--- config.mk ---
export PLATFORM = sky130hd
export DESIGN_NAME = fir_lowpass_21tap_flat
export DESIGN_NICKNAME = d
export VERILOG_FILES = /design/src/hdl/firlp_pkg.sv /design/src/hdl/firlp_in_if.sv /design/src/hdl/firlp_out_if.sv /design/src/hdl/firlp_ram.sv /design/src/hdl/fir_lowpass_21tap.sv /design/src/flat_wrapper.sv
export SDC_FILE = /design/constraint.sdc
export NUM_CORES = 1
export LEC_CHECK = 0
export BUFFER_PORTS_ARGS = -buffer_cell sky130_fd_sc_hd__buf_2
export CORE_MARGIN = 2
export CORE_UTILIZATION = 40
export CTS_CLUSTER_SIZE = 20
export DETAILED_ROUTE_END_ITERATION = 10
export PLACE_DENSITY_LB_ADDON = 0.08
export SLEW_MARGIN = 25
export SYNTH_ARGS = -nofsm -noshare
export SYNTH_HDL_FRONTEND = slang
export SYNTH_SLANG_ARGS = --single-unit
--- constraint.sdc ---
create_clock -name clk -period 8.5 [get_ports clk]
set_clock_uncertainty 0.15 [all_clocks]
set_input_delay 0 -clock clk [delete_from_list [all_inputs] [get_ports clk]]
set_output_delay 0 -clock clk [all_outputs]
set_load 0.01 [all_outputs]
--- src/hdl/firlp_pkg.sv ---
// Package for the 21-tap low-pass FIR: widths, coefficient table and lookup.
`timescale 1ns / 1ps
package firlp_pkg;

  localparam int TAPS_DEF    = 21;
  localparam int SAMPLE_BITS = 12;
  localparam int COEF_BITS   = 16;
  localparam int HALF_LEN    = 11;

  typedef logic signed [COEF_BITS-1:0] coef_t;
  typedef logic [SAMPLE_BITS-1:0]      sample_t;

  // Symmetric Q1.15 taps; entries past the centre mirror, beyond it use the centre.
  function automatic coef_t coef_at(input int k, input int taps);
    int    m;
    coef_t c;
    m = (k < taps - 1 - k) ? k : taps - 1 - k;
    if (m >= HALF_LEN) m = HALF_LEN - 1;
    if (m < 0) m = 0;
    case (m)
      0:       c = -16'sd1990;
      1:       c = -16'sd319;
      2:       c = 16'sd1165;
      3:       c = -16'sd2115;
      4:       c = 16'sd2593;
      5:       c = -16'sd2086;
      6:       c = 16'sd399;
      7:       c = 16'sd2199;
      8:       c = -16'sd5024;
      9:       c = 16'sd7207;
      default: c = 16'sd24742;
    endcase
    return c;
  endfunction

endpackage

--- src/hdl/firlp_in_if.sv ---
// Sample input channel: valid/ready handshake with one ADC sample.
`timescale 1ns / 1ps
interface firlp_in_if
  import firlp_pkg::*;
();
  logic    valid;
  logic    ready;
  sample_t sample;

  modport source (output valid, output sample, input ready);
  modport sink   (input valid, input sample, output ready);
endinterface

--- src/hdl/firlp_out_if.sv ---
// Result channel: valid/ready handshake with filtered value and clamp flag.
`timescale 1ns / 1ps
interface firlp_out_if
  import firlp_pkg::*;
();
  logic    valid;
  logic    ready;
  sample_t filtered;
  logic    clamped;

  modport source (output valid, output filtered, output clamped, input ready);
  modport sink   (input valid, input filtered, input clamped, output ready);
endinterface

--- src/hdl/firlp_ram.sv ---
// Generic single-write, single-read RAM with registered read data.
`timescale 1ns / 1ps
module firlp_ram #(
  parameter int WIDTH = 12,
  parameter int DEPTH = 21,
  localparam int AW   = (DEPTH > 1) ? $clog2(DEPTH) : 1
) (
  input  logic             clk,
  input  logic             we,
  input  logic [AW-1:0]    waddr,
  input  logic [WIDTH-1:0] wdata,
  input  logic [AW-1:0]    raddr,
  output logic [WIDTH-1:0] rdata
);

  logic [WIDTH-1:0] mem [DEPTH];

  always_ff @(posedge clk) begin
    if (we) begin
      mem[waddr] <= wdata;
    end
    rdata <= mem[raddr];
  end

endmodule

--- src/hdl/fir_lowpass_21tap.sv ---
// Top level of the 21-tap symmetric low-pass FIR filter on 12-bit samples.
//
// Usage:
//   in_ch  (sink):   one 12-bit ADC sample per transfer (valid/ready).
//   out_ch (source): filtered 12-bit value, rounded half up and clamped to
//                    0..4095, plus a flag set when clamping took place.
//   Each sample is written into a circular delay line held in a RAM, then the
//   taps are read back one per cycle and put through a single multiplier and
//   accumulator. The rate is set by the one RAM read port and the single MAC,
//   so a new sample is taken only after the last one has been swept, drained
//   and turned into a result.
//   in_ch.ready is high only while the datapath is idle; the result sits in an
//   output register, so the next sample can be taken while it waits.
//   If the receiver stalls, the filter finishes the next item and holds it
//   until the output register frees up.
//   Reset (rst_n low, synchronous) clears the delay-line valid bits, so all
//   taps read as zero, and returns the write position to zero. No clearing
//   pass is needed.
`timescale 1ns / 1ps
module fir_lowpass_21tap
  import firlp_pkg::*;
#(
  parameter int TAPS = TAPS_DEF
) (
  input  logic        clk,
  input  logic        rst_n,
  firlp_in_if.sink    in_ch,
  firlp_out_if.source out_ch
);

  localparam int PW     = (TAPS > 1) ? $clog2(TAPS) : 1;
  localparam int KW     = $clog2(TAPS + 1);
  localparam int PROD_W = SAMPLE_BITS + COEF_BITS + 1;
  localparam int ACC_W  = PROD_W + KW + 1;
  localparam logic signed [ACC_W-1:0] RND  = ACC_W'(1) <<< (COEF_BITS - 2);
  localparam logic signed [ACC_W-1:0] SMAX = ACC_W'((1 << SAMPLE_BITS) - 1);

  typedef enum logic [1:0] {S_IDLE, S_ISSUE, S_DRAIN, S_FIN} state_t;

  state_t                    state_r, state_nxt;
  logic [PW-1:0]             pos_r, pos_nxt;
  logic [PW-1:0]             rd_idx_r, rd_idx_nxt;
  logic [KW-1:0]             k_r, k_nxt;
  logic [TAPS-1:0]           vbit_r, vbit_nxt;
  logic                      d1_vld_r, d1_vld_nxt;
  logic                      d1_ok_r, d1_ok_nxt;
  logic [KW-1:0]             d1_k_r, d1_k_nxt;
  logic                      p_vld_r, p_vld_nxt;
  logic signed [PROD_W-1:0]  prod_r, prod_nxt;
  logic signed [ACC_W-1:0]   acc_r, acc_nxt;
  logic                      out_vld_r, out_vld_nxt;
  sample_t                   out_filt_r, out_filt_nxt;
  logic                      out_clmp_r, out_clmp_nxt;

  logic                      in_xfer;
  logic                      out_free;
  sample_t                   ram_rdata;
  logic signed [SAMPLE_BITS:0] tap_s;
  coef_t                     tap_coef;
  logic signed [ACC_W-1:0]   rounded;
  logic signed [ACC_W-1:0]   scaled;

  assign in_ch.ready     = (state_r == S_IDLE);
  assign in_xfer         = in_ch.valid && in_ch.ready;
  assign out_free        = !out_vld_r || out_ch.ready;
  assign out_ch.valid    = out_vld_r;
  assign out_ch.filtered = out_filt_r;
  assign out_ch.clamped  = out_clmp_r;

  firlp_ram #(
    .WIDTH (SAMPLE_BITS),
    .DEPTH (TAPS)
  ) u_dline (
    .clk   (clk),
    .we    (in_xfer),
    .waddr (pos_r),
    .wdata (in_ch.sample),
    .raddr (rd_idx_r),
    .rdata (ram_rdata)
  );

  // Entries never written since reset read as zero.
  assign tap_s    = d1_ok_r ? $signed({1'b0, ram_rdata}) : '0;
  assign tap_coef = coef_at(int'(d1_k_r), TAPS);
  assign rounded  = acc_r + RND;
  assign scaled   = rounded >>> (COEF_BITS - 1);

  always_comb begin
    state_nxt    = state_r;
    pos_nxt      = pos_r;
    rd_idx_nxt   = rd_idx_r;
    k_nxt        = k_r;
    vbit_nxt     = vbit_r;
    d1_vld_nxt   = 1'b0;
    d1_ok_nxt    = d1_ok_r;
    d1_k_nxt     = d1_k_r;
    p_vld_nxt    = d1_vld_r;
    prod_nxt     = PROD_W'(tap_s) * PROD_W'(tap_coef);
    acc_nxt      = p_vld_r ? acc_r + ACC_W'(prod_r) : acc_r;
    out_vld_nxt  = out_vld_r && !out_ch.ready;
    out_filt_nxt = out_filt_r;
    out_clmp_nxt = out_clmp_r;

    case (state_r)
      S_IDLE: begin
        if (in_xfer) begin
          vbit_nxt[pos_r] = 1'b1;
          rd_idx_nxt      = pos_r;
          k_nxt           = '0;
          acc_nxt         = '0;
          pos_nxt         = (pos_r == PW'(TAPS - 1)) ? '0 : pos_r + PW'(1);
          state_nxt       = S_ISSUE;
        end
      end
      S_ISSUE: begin
        // One tap read per cycle, walking backwards round the delay line.
        d1_vld_nxt = 1'b1;
        d1_ok_nxt  = vbit_r[rd_idx_r];
        d1_k_nxt   = k_r;
        rd_idx_nxt = (rd_idx_r == '0) ? PW'(TAPS - 1) : rd_idx_r - PW'(1);
        k_nxt      = k_r + KW'(1);
        if (k_r == KW'(TAPS - 1)) begin
          state_nxt = S_DRAIN;
        end
      end
      S_DRAIN: begin
        if (!d1_vld_r && !p_vld_r) begin
          state_nxt = S_FIN;
        end
      end
      S_FIN: begin
        if (out_free) begin
          out_vld_nxt = 1'b1;
          if (rounded < 0) begin
            out_filt_nxt = '0;
            out_clmp_nxt = 1'b1;
          end else if (scaled > SMAX) begin
            out_filt_nxt = SMAX[SAMPLE_BITS-1:0];
            out_clmp_nxt = 1'b1;
          end else begin
            out_filt_nxt = scaled[SAMPLE_BITS-1:0];
            out_clmp_nxt = 1'b0;
          end
          state_nxt = S_IDLE;
        end
      end
      default: begin
        state_nxt = S_IDLE;
      end
    endcase
  end

  always_ff @(posedge clk) begin
    if (!rst_n) begin
      state_r   <= S_IDLE;
      pos_r     <= '0;
      vbit_r    <= '0;
      d1_vld_r  <= 1'b0;
      p_vld_r   <= 1'b0;
      out_vld_r <= 1'b0;
    end else begin
      state_r   <= state_nxt;
      pos_r     <= pos_nxt;
      vbit_r    <= vbit_nxt;
      d1_vld_r  <= d1_vld_nxt;
      p_vld_r   <= p_vld_nxt;
      out_vld_r <= out_vld_nxt;
    end
    rd_idx_r   <= rd_idx_nxt;
    k_r        <= k_nxt;
    d1_ok_r    <= d1_ok_nxt;
    d1_k_r     <= d1_k_nxt;
    prod_r     <= prod_nxt;
    acc_r      <= acc_nxt;
    out_filt_r <= out_filt_nxt;
    out_clmp_r <= out_clmp_nxt;
  end

`ifndef SYNTHESIS
  a_accept_starts_issue : assert property (@(posedge clk) disable iff (!rst_n)
    in_xfer |=> (state_r == S_ISSUE) && (k_r == '0))
    else $error("transfer in did not start the tap sweep");

  a_pos_in_range : assert property (@(posedge clk) disable iff (!rst_n)
    pos_r <= PW'(TAPS - 1))
    else $error("write position left the delay line");

  a_idle_no_work : assert property (@(posedge clk) disable iff (!rst_n)
    in_ch.ready |-> !d1_vld_r && !p_vld_r)
    else $error("MAC pipeline busy while ready for a new sample");

  a_fin_drained : assert property (@(posedge clk) disable iff (!rst_n)
    (state_r == S_FIN) |-> !d1_vld_r && !p_vld_r)
    else $error("result formed before accumulation finished");
`endif

endmodule
--- src/flat_wrapper.sv ---
// flat-port wrapper written by rule: the top's interface ports become plain ports
module fir_lowpass_21tap_flat import firlp_pkg::*;
#(
  parameter int TAPS = TAPS_DEF
)
  (clk, rst_n, in_ch_valid, in_ch_sample, in_ch_ready, out_ch_valid, out_ch_filtered, out_ch_clamped, out_ch_ready);
  firlp_in_if in_ch_i ();
  firlp_out_if out_ch_i ();
  input  logic clk;
  input  logic rst_n;
  input wire logic [$bits(in_ch_i.valid)-1:0] in_ch_valid;
  input wire logic [$bits(in_ch_i.sample)-1:0] in_ch_sample;
  output wire logic [$bits(in_ch_i.ready)-1:0] in_ch_ready;
  output wire logic [$bits(out_ch_i.valid)-1:0] out_ch_valid;
  output wire logic [$bits(out_ch_i.filtered)-1:0] out_ch_filtered;
  output wire logic [$bits(out_ch_i.clamped)-1:0] out_ch_clamped;
  input wire logic [$bits(out_ch_i.ready)-1:0] out_ch_ready;
  assign in_ch_i.valid = in_ch_valid;
  assign in_ch_i.sample = in_ch_sample;
  assign in_ch_ready = in_ch_i.ready;
  assign out_ch_valid = out_ch_i.valid;
  assign out_ch_filtered = out_ch_i.filtered;
  assign out_ch_clamped = out_ch_i.clamped;
  assign out_ch_i.ready = out_ch_ready;
  fir_lowpass_21tap #(.TAPS(TAPS)) u_core (.clk(clk), .rst_n(rst_n), .in_ch(in_ch_i), .out_ch(out_ch_i));
endmodule
# == After elaboration in Yosys (flattened, before gate mapping) ==
# Memories as Yosys holds them, arrays and structs flattened. A register that Yosys moved wholly into a read port is not among the register bits.
# Index checks and enable logic that the tools add are counted.
# totals
ff_bits,124
ramBits,252
romBits,256
in_bits,16
out_inout_bits,15
word_cells,88
mem_count,2
# op_classes
add_sub_neg,6
multipliers,1
n_lt_le_gt_ge,8
n_eq_ne,9
mux,30
n_bitwise,1
reduce_logical,17
# mem_list
memory,depth,word_bits,read_ports,rd_ports_with_merged_regs,write_ports,line,text
(no name shown),16,16,1,0,0,firlp_pkg.sv:20,case (m)
u_core.u_dline.mem,21,12,1,1,1,firlp_ram.sv:16,logic [WIDTH-1:0] mem [DEPTH];
# op_table
cell,count
35-bit 2-to-1 mux,3
32-bit 2-to-1 mux,3
35-bit by 16-bit adder with 35-bit output (second input constant),1
35-bit by 29-bit adder with 35-bit output,1
35-bit by 1-bit < comparator with 1-bit output (second input constant),1
32-bit by 5-bit greater-or-equal comparator with 1-bit output (second input constant),1
32-bit by 1-bit < comparator with 1-bit output (second input constant),1
6-bit by 32-bit < comparator with 1-bit output,1
13-bit by 16-bit multiplier with 29-bit output,1
28-bit zero test,1
12-bit 2-to-1 mux,2
21-bit OR,1
20-bit by 13-bit > comparator with 1-bit output (second input constant),1
5-bit 2-to-1 mux,4
5-bit one-hot mux with 2 select lines,2
16-bit 2-to-1 mux,1
5-bit by 6-bit < comparator with 1-bit output (second input constant),2
5-bit by 1-bit adder with 5-bit output (second input constant),2
5-bit == test (second input constant),2
1-bit 2-to-1 mux,8
2-bit 2-to-1 mux,4
2-bit one-hot mux with 4 select lines,1
2-bit by 1-bit inequality test with 1-bit output (second input constant),3
2-bit AND reduction,3
15 further kinds,22

# == Longest topological paths before layout ==
# Gate-level depths: netlist of the first run.
# depth
word_depth,10
depth_mapped,37
depth_no_buf,36

# == Hierarchy ==
# A second synthesis of the first run with hierarchy kept.
# unflattened
hier_cells,2151
area_unflattened_um2,24303.3
# by_module_without_submodules
module,instances,cells_each,area_per_inst_um2,seq_area_each_um2
fir_lowpass_21tap,1,1626,14188.6,2772.7
firlp_ram,1,525,10114.7,7807.5

# == Worst setup path after synthesis of the first run ==
# No wires, ideal clock.
# synth_path
path_type,register to register
from,register u_core.d1_k_r[0]
to,register u_core.prod_r[28]
setup_ns,0.128
t_arrival_ns,8.056
required_time_ns,8.222
slack_ns,0.166
path_stages_with_launch,36
path_buffers,2
period_less_slack_ns,8.334
path_cell_list,edfxtp_1 > inv_1 > ha_1 > inv_1 > a21oi_1 > ha_1 > buf_2 > a211oi_2 > o221ai_4 > mux2_2 > o22ai_1 > and2_1 > inv_1 > ha_1 > nand4_1 > a21boi_0 > nor2_1 > nand2_1 > fa_1 > inv_1 > fa_1 > fa_1 > fa_1 > inv_1 > fa_1 > inv_1 > ha_1 > clkbuf_1 > a21o_1 > a21o_1 > nor3_1 > nand3_1 > a2111oi_0 > o31a_1 > or3_1 > nand4_1
# synth_between
elab_chain_cells,10
elab_cells_between_ends,11
classes_between,add/sub: 1; mul: 1; order compare: 3; mux: 4; reduce/logical: 1; memory: 1
# synth_rtl
item,line,text
from (decl),fir_lowpass_21tap.sv:47,"logic [KW-1:0] d1_k_r, d1_k_nxt;"
from (signal assigned),fir_lowpass_21tap.sv:172,d1_k_r <= d1_k_nxt;
5-bit by 5-bit subtractor with 6-bit output,firlp_pkg.sv:17,m = (k < taps - 1 - k) ? k : taps - 1 - k;
6-bit by 32-bit < comparator with 1-bit output,firlp_pkg.sv:17,
32-bit 2-to-1 mux *,firlp_pkg.sv:17,
32-bit by 5-bit greater-or-equal comparator with 1-bit output,firlp_pkg.sv:18,if (m >= HALF_LEN) m = HALF_LEN - 1;
32-bit 2-to-1 mux *,firlp_pkg.sv:18,
32-bit by 1-bit < comparator with 1-bit output,firlp_pkg.sv:19,if (m < 0) m = 0;
32-bit 2-to-1 mux *,firlp_pkg.sv:19,
memory 16 x 16 bit / 28-bit zero test (equally long branches),n/a,
16-bit 2-to-1 mux *,firlp_pkg.sv:20,
13-bit by 16-bit multiplier with 29-bit output *,fir_lowpass_21tap.sv:98,prod_nxt = PROD_W'(tap_s) * PROD_W'(tap_coef);
net u_core.prod_nxt[28],fir_lowpass_21tap.sv:49,"logic signed [PROD_W-1:0] prod_r, prod_nxt;"
to (signal assigned),fir_lowpass_21tap.sv:173,prod_r <= prod_nxt;
to (decl),fir_lowpass_21tap.sv:49,
# The timed path passes the listed nets; every way through them passes the cells marked *.
# A chain may end at the register's enable or synchronous reset.

# == Worst setup path in the final report of the first run ==
# Ends and elaborated chain as after synthesis.

==> results of run 1 <==
per-stage QoR:
stage / cells / utilization [%]
2_1_floorplan: 2083 / -
3_3_place_gp: 2872 / 42.40
3_5_place_dp: 2872 / 42.40
4_1_cts: 2969 / 45.12
5_1_grt: 2986 / 45.72
6_report: 2986 / 45.72
cells by family after synthesis:
| kind of cell | Yosys count | share of synthesized area (%) |
|---|---|---|
| buf+inv | 354 | 5.577 |
| mux | 111 | 8.662 |
| flops | 388 | 43.63 |
| compound gates | 309 | 8.291 |
| xor+xnor | 62 | 2.239 |
| fa+ha+maj | 303 | 21.17 |
| simple gates | 556 | 10.43 |
worst reg2reg max path, delay by kind of cell (launching register included):
kind                     cells  cell delay [ns]
AO/OA/AOI/OAI                8             1.95
adder cells (fa/ha/maj)      9             3.20
buffers and inverters        8             0.63
flip-flops                   1             0.40
multiplexers                 1             0.35
AND/OR/NAND/NOR              8             1.39
Yosys cell counts (all sizes together), types with 24 or more instances:
library cell	instances
nor2	207
clkbuf	51
nand3	41
mux2i	28
o21ai	66
dfxtp	107
ha	124
edfxtp	281
inv	278
nor3	24
o21a	32
xnor2	43
fa	179
nand2	168
a21oi	102
mux4	78
registers in the layout, indices dropped and copies added, names as in the netlist:
name and cells:
u_core.u_dline.mem 252, u_core.acc_r 35, u_core.prod_r 29, u_core.vbit_r 21
u_core.out_ch.filtered 12, u_core.u_dline.rdata 12, u_core.d1_k_r 5, u_core.k_r 5
u_core.pos_r 5, u_core.rd_idx_r 5, u_core.state_r 2, u_core.d1_ok_r 1
u_core.d1_vld_r 1, u_core.out_ch.clamped 1, u_core.out_ch.valid 1, u_core.p_vld_r 1
cell usage in the layout (no fill, tap or decap), types with 18 or more instances in the layout:
cell,netlist,final
o21ai_0,63,60
nor2_1,205,186
xor2_1,19,19
ha_1,124,114
fa_1,179,172
xnor2_1,43,43
clkbuf_16,0,43
mux4_2,78,78
nand4_1,18,18
edfxtp_1,281,281
buf_2,13,30
nor2_2,2,20
mux2i_1,27,27
inv_1,278,272
nand2_1,168,166
buf_4,0,66
o21a_1,32,32
dfxtp_1,107,107
a21o_1,21,21
nand3_1,41,38
nor3_1,23,21
a21oi_1,100,96
routing by layer:
metal / track usage (%) / share of wire, % / up-vias
met5: 0 / 0 / -
met4: 6.108 / 3.2 / 0
met3: 2.899 / 4.3 / 97
met2: 32.26 / 51 / 289
met1: 23.38 / 42 / 7882
li1: - / - / 7384
final timing paths:
check,from,to,cells past startpoint
min,in_ch_sample[4],u_core.u_dline.mem[8][4]$_DFFE_PP_,2
min reg2reg,u_core.d1_vld_r$_SDFF_PN0_,u_core.p_vld_r$_SDFF_PN0_,1
max,u_core.d1_k_r[0]$_DFFE_PP_,u_core.prod_r[28]$_DFF_P_,34
max reg2reg,u_core.d1_k_r[0]$_DFFE_PP_,u_core.prod_r[28]$_DFF_P_,34
cell type report:
cell class	count	area, µm²
Clock buffer	63	1221
Clock inverter	17	226.5
Fill cell	5570	32640
Inverter	280	1055
Multi-Input combinational cell	1341	12590
Sequential cell	388	10580
Tap cell	782	978.4
Timing Repair Buffer	115	838.3
timing repair:
item,CTS,global route
hold buffers,17,0
hold endpoints to repair,316,0
pin swaps,0,25
gates resized for setup,6,60
setup endpoints to repair,3,11
buffers inserted,0,17
==> metrics.md, run 1 <==
| Metric | Value |
|---|---|
| Place WS | `-0.05665 ns` |
| Crit path time final | `between 8 and 9 ns` |
| Worst path most repeated cell | `fa_1` |
| CP delay by family, top | `adder cells` |
| CP Capture Type | `flip-flop` |
| Core footprint | `between 60,000 and 70,000 µm²` |
| Buffers & Inverters on Critical Path | `8` |
| Period Utilization, post-route | `just under 100%` |
| Max_cap viols | `0` |
| Latest clock arrival within the worst-skew pair | `roughly 0.58 ns` |
| Reg2reg setup slack | `around 0.30 ns` |
| CTS tree | `done` |
| Largest net degree at the start of global routing | `53` |
| Critical path's slowest cell | `fa_1` |
| Synth Net Count | `about 2,400` |
| Worst-margin pin slew | `a little under 1 ns` |
| I/O Buffers | `30` |
| Crit Path Max Fanout | `5` |
| Yosys reg bits | `between 300 and 400` |
| Post-DP HPWL | `roughly 42,000 µm` |
| Setup TNS | `0 ns` |
| H-Tree Depth | `2` |
| Synth async-reset ratio | `0%` |
| FMAX | `roughly 0.12 GHz` |
| Hold slack | `roughly 0.26 ns` |
| Sequential area share after synthesis | `around 44%` |
| Die Y | `around 250 µm` |
| # setup viols final | `0` |
| Yosys top cell area share | `about a third` |
| Global Route Usage Sum | `between 10% and 20%` |
| Iteration-0 DRC Markers | `900` |
| First-pass GRT wire length | `about 90,000 µm` |
| Status | `completed` |
| Syn_area_per_cell | `~12 µm²` |
| Total clock sinks | `~390` |
| Primary FF master, synth | `edfxtp_1` |
| Mapped Cells | `~2,100` |
| Die W | `between 200 and 300 µm` |
| I/O pin cnt | `31` |
| Post-synth EDFFs | `roughly 280` |
| # rows | `90` |
| Starting density of the core | `40.33%` |
| Largest cells by area after synthesis | `edfxtp_1 (35%), fa_1 (15%), dfxtp_1 (8.8%)` |
| Synth Cell Area | `around 24,000 µm²` |
| Vias in the first global route | `between 15,000 and 20,000` |
| Final WS setup | `about 0.30 ns` |
| Synth unique cells | `slightly below 80` |
| WL/cell | `19.19 µm` |
| Layout cells sized above 1 | `between 15 and 20%` |
| DRC viols | `0` |
| Post-DR vias/cell | `between 5 and 6` |
| Worst path required time | `about 8.8 ns` |
| Maximum buffer depth of the clock tree | `3` |
| Post-Route WL | `between 50,000 and 60,000 µm` |
| CTS root buf | `clkbuf_16` |
| # diodes | `0` |
| Fin. Hold Viols | `0` |
| Final ANT Viol Nets | `0` |
| Final Cell Area | `around 27,000 µm²` |
| Die area | `62,620 µm²` |
| Slew headroom | `around a third` |
| Cell area after placement | `between 20,000 and 30,000 µm²` |
| Largest area contributor in the synthesized netlist | `edfxtp_1` |
| Antenna violations before repair | `0` |
| CTS buffer count | `between 40 and 50` |
| Via count | `about 16,000` |
| Final Wtd Congestion | `0.8490` |
| Detailed Routing Iterations Pass 1 | `7` |
| Warnings from Yosys | `0` |
| Worst-path clk slew | `around 0.060 ns` |
| Fin nets | `2,488` |
| Crit path kind | `reg -> reg` |
| Critical Path AT | `around 8.5 ns` |
| Max stage delay on crit path | `around 0.57 ns` |
| Min-delay worst type | `in -> reg` |
| Crit start category | `flip-flop` |
| Area grow syn2layout | `13.36%` |
| Final Max Slew Viols | `0` |
| Overflow after GRT | `0` |
Power of run 1 is left out: the tool's default activity adds up to more than one toggle a clock period on the data nets, which glitch-free logic cannot reach.
==> inputs of run 2 (changes only) <==
- CELL_PAD_IN_SITES_DETAIL_PLACEMENT: unset -> 1
- CELL_PAD_IN_SITES_GLOBAL_PLACEMENT: unset -> 1
- CTS_CLUSTER_SIZE: 20 -> 10
==> run 2 against run 1 <==
Worst setup slack got worse by 0.063 ns; first-iteration DRC count fell by 21%; wire length grew 8.6%; hold slack worse by 0.018 ns; via count rose by 1.9%; clock-buffer cell count grew 18; sequential share of layout area decreased by 0.18 points; cell count is 0.23% higher; critical path type unchanged; critical endpoint is now u_core.prod_r[26]$_DFF_P_; highest routed layer unchanged.
==> metrics.md, run 2 (synthesis gave the netlist of run 1 again) <==
| Metric | Value |
|---|---|
| Crit path time final | `8.261 ns (+0.06262 ns)` |
| First-pass GRT wire length | `98,240 µm (+9.5%)` |
| Min-Delay Path Depth | `2 (unchanged)` |
| Slew headroom | `31.49% (-2.8 points)` |
| Latest clock arrival within the worst-skew pair | `0.58 ns (about the same)` |
| Worst path most repeated cell | `inv_1` |
| I/O Buffers | `30 (unchanged)` |
| CTS tree | `done` |
| Overflow after GRT | `0 (unchanged)` |
| Worst-margin pin slew | `1.026 ns (+0.04190 ns)` |
| Max_cap viols | `0 (unchanged)` |
| Iteration-0 DRC Markers | `709 (-21%)` |
| Period Utilization, post-route | `97.18% (+0.74 points)` |
| Vias in the first global route | `17,600 (+10%)` |
| WL/cell | `20.78 µm (+8.3%)` |
| Final Max Slew Viols | `0 (unchanged)` |
| Detailed Routing Iterations Pass 1 | `5 (-2)` |
| Starting density of the core | `40.33% (unchanged)` |
| Final Cell Area | `27,620 µm² (+0.48%)` |
| DRC viols | `0 (unchanged)` |
| I/O pin cnt | `31 (unchanged)` |
| Cell area after placement | `25,570 µm² (+0.27%)` |
| Layout cells sized above 1 | `15.69% (+0.63 points)` |
| Largest register FFs | `252 (unchanged)` |
| Min-delay src | `in_ch_sample[10]` |
| Final Wtd Congestion | `0.8480 (-0.12%)` |
| CTS buffer count | `46 (+7.0%)` |
| CTS root buf | `clkbuf_16` |
| Die area | `62,620 µm² (unchanged)` |
| Largest net degree at the start of global routing | `58 (+9.4%)` |
| Post-DP HPWL | `45,630 µm (+9.0%)` |
| Maximum buffer depth of the clock tree | `3 (unchanged)` |
| Most flops, register | `u_core.u_dline.mem` |
| Crit path kind | `reg -> reg` |
| Critical Path AT | `8.58 ns (+0.07 ns)` |
| H-Tree Depth | `2 (unchanged)` |
| Most common cell after layout, fill and taps aside | `edfxtp_1` |
| FMAX | `0.1211 GHz (-0.76%)` |
| Depth of the worst register-to-register path | `34 (unchanged)` |
| Worst path required time | `8.82 ns (about the same)` |
| Fin. Hold Viols | `0 (unchanged)` |
| Die Y | `250.2 µm (unchanged)` |
| Reg2reg setup slack | `0.24 ns (-0.06 ns)` |
| Area grow syn2layout | `13.90%` |
| Reg-to-Reg Start | `u_core.d1_k_r[1]$_DFFE_PP_` |
| CP Capture Type | `flip-flop` |
| Max stage delay on crit path | `0.54 ns (-0.03 ns)` |
| Fin nets | `2,494 (+0.24%)` |
| Critical path's slowest cell | `fa_1` |
| Fill count | `6,376 (+14%)` |
| Area of the multi-input gates | `12,730 µm² (+1.1%)` |
| Total clock sinks | `388 (unchanged)` |
| Worst-path clk slew | `0.06 ns (about the same)` |
| Via count | `15,950 (+1.9%)` |
| Final ANT Viol Nets | `0 (unchanged)` |
| Worst hold endpoint | `u_core.u_dline.mem[1][10]$_DFFE_PP_` |
| Regs by FF count | `u_core.u_dline.mem (252), u_core.acc_r (35), u_core.prod_r (29)` |
| # diodes | `0 (unchanged)` |
| Worst r2r dst | `u_core.prod_r[26]$_DFF_P_` |
| # setup viols final | `0 (unchanged)` |
| Area occupied by registers | `10,580 µm² (about the same)` |
| Crit start category | `flip-flop` |
| Most frequent cells in the layout | `edfxtp_1 (281), inv_1 (269), nor2_1 (181), fa_1 (174), nand2_1 (163)` |
| # rows | `90 (unchanged)` |
| Crit Path Max Fanout | `5 (unchanged)` |
| Die W | `250.2 µm (unchanged)` |
| Antenna violations before repair | `0 (unchanged)` |
| Post-Route WL | `62,210 µm (+8.6%)` |
| Core footprint | `60,130 µm² (unchanged)` |
| Status | `completed` |
| Post-DR vias/cell | `5.329 (+1.7%)` |
| Global Route Usage Sum | `20.20% (+1.7 points)` |
| Min-delay worst type | `in -> reg` |
run 2: cell count changes in the layout (fill, tap and decap cells not counted), moves of 4 or more:
cell / before / now
clkbuf_16: 43 / 47
clkinv_2: 4 / 0
clkinv_1: 6 / 2
bufinv_16: 4 / 0
inv_2: 5 / 9
nor2_1: 186 / 181
ha_1: 114 / 110
nor2_2: 20 / 24
clkbuf_1: 13 / 29
ha_4: 4 / 9
run 2: final cells by class:
cell class,instances,share of cell area (%)
multi-input combinational,1341,46.08
tap,782,3.542
inverter,280,3.805
clock buffer,81,4.901
sequential,388,38.31
clock inverter,3,0.2129
timing repair buffer,118,3.157
run 2: worst max-delay path by stage:
stage | end | start | cells past startpoint | slack, ns
CTS | u_core.prod_r[26]$_DFF_P_ | u_core.d1_k_r[0]$_DFFE_PP_ | 34 | 0.0003
finish | u_core.prod_r[26]$_DFF_P_ | u_core.d1_k_r[1]$_DFFE_PP_ | 34 | 0.24
global placement | u_core.prod_r[27]$_DFF_P_ | u_core.d1_k_r[0]$_DFFE_PP_ | 33 | 0.07
detailed placement | u_core.prod_r[27]$_DFF_P_ | u_core.d1_k_r[0]$_DFFE_PP_ | 33 | -0.17
floorplan | u_core.prod_r[28]$_DFF_P_ | u_core.d1_k_r[0]$_DFFE_PP_ | 35 | 0.17
global route | u_core.prod_r[26]$_DFF_P_ | u_core.d1_k_r[1]$_DFFE_PP_ | 34 | -0.12
run 2: timing repair:
action	CTS	global route
gates resized for setup	10	81
endpoints found under the setup margin	5	11
buffers inserted	1	12
hold endpoints to repair	323	0
hold buffers	17	0
pin swaps	2	42
run 2: per-stage QoR:
stage | std cells | setup slack, ns | hold slack (ns) | util [%] | setup TNS (ns)
after detailed placement | 2879 | -0.1718 | 0.2205 | 42.52 | -0.4758
after CTS | 2981 | 0.0002567 | 0.2138 | 45.21 | 0
after floorplan | 2083 | 0.1665 | -0.05113 | - | 0
final | 2993 | 0.2395 | 0.2420 | 45.94 | 0
after global routing | 2993 | -0.1213 | 0.2444 | 45.94 | -0.4017
after global placement | 2879 | 0.07103 | 0.1955 | 42.51 | 0
run 2: worst max-delay path, delay by kind of cell (launching register included):
| kind | cells | cell delay (ns) |
|---|---|---|
| adder cells (fa/ha/maj) | 9 | 3.46 |
| AO/OA/AOI/OAI | 10 | 2.11 |
| AND/OR/NAND/NOR | 5 | 0.89 |
| buffers and inverters | 9 | 0.79 |
| flip-flops | 1 | 0.38 |
| multiplexers | 1 | 0.35 |
run 2: metal layers:
metal / wire (µm) / track usage (%)
met3: 1632 / 2.650
met5: 0 / 0
met4: 1753 / 6.450
met2: 32640 / 36.45
met1: 26180 / 25.03
Power of run 2 is left out for the same reason.
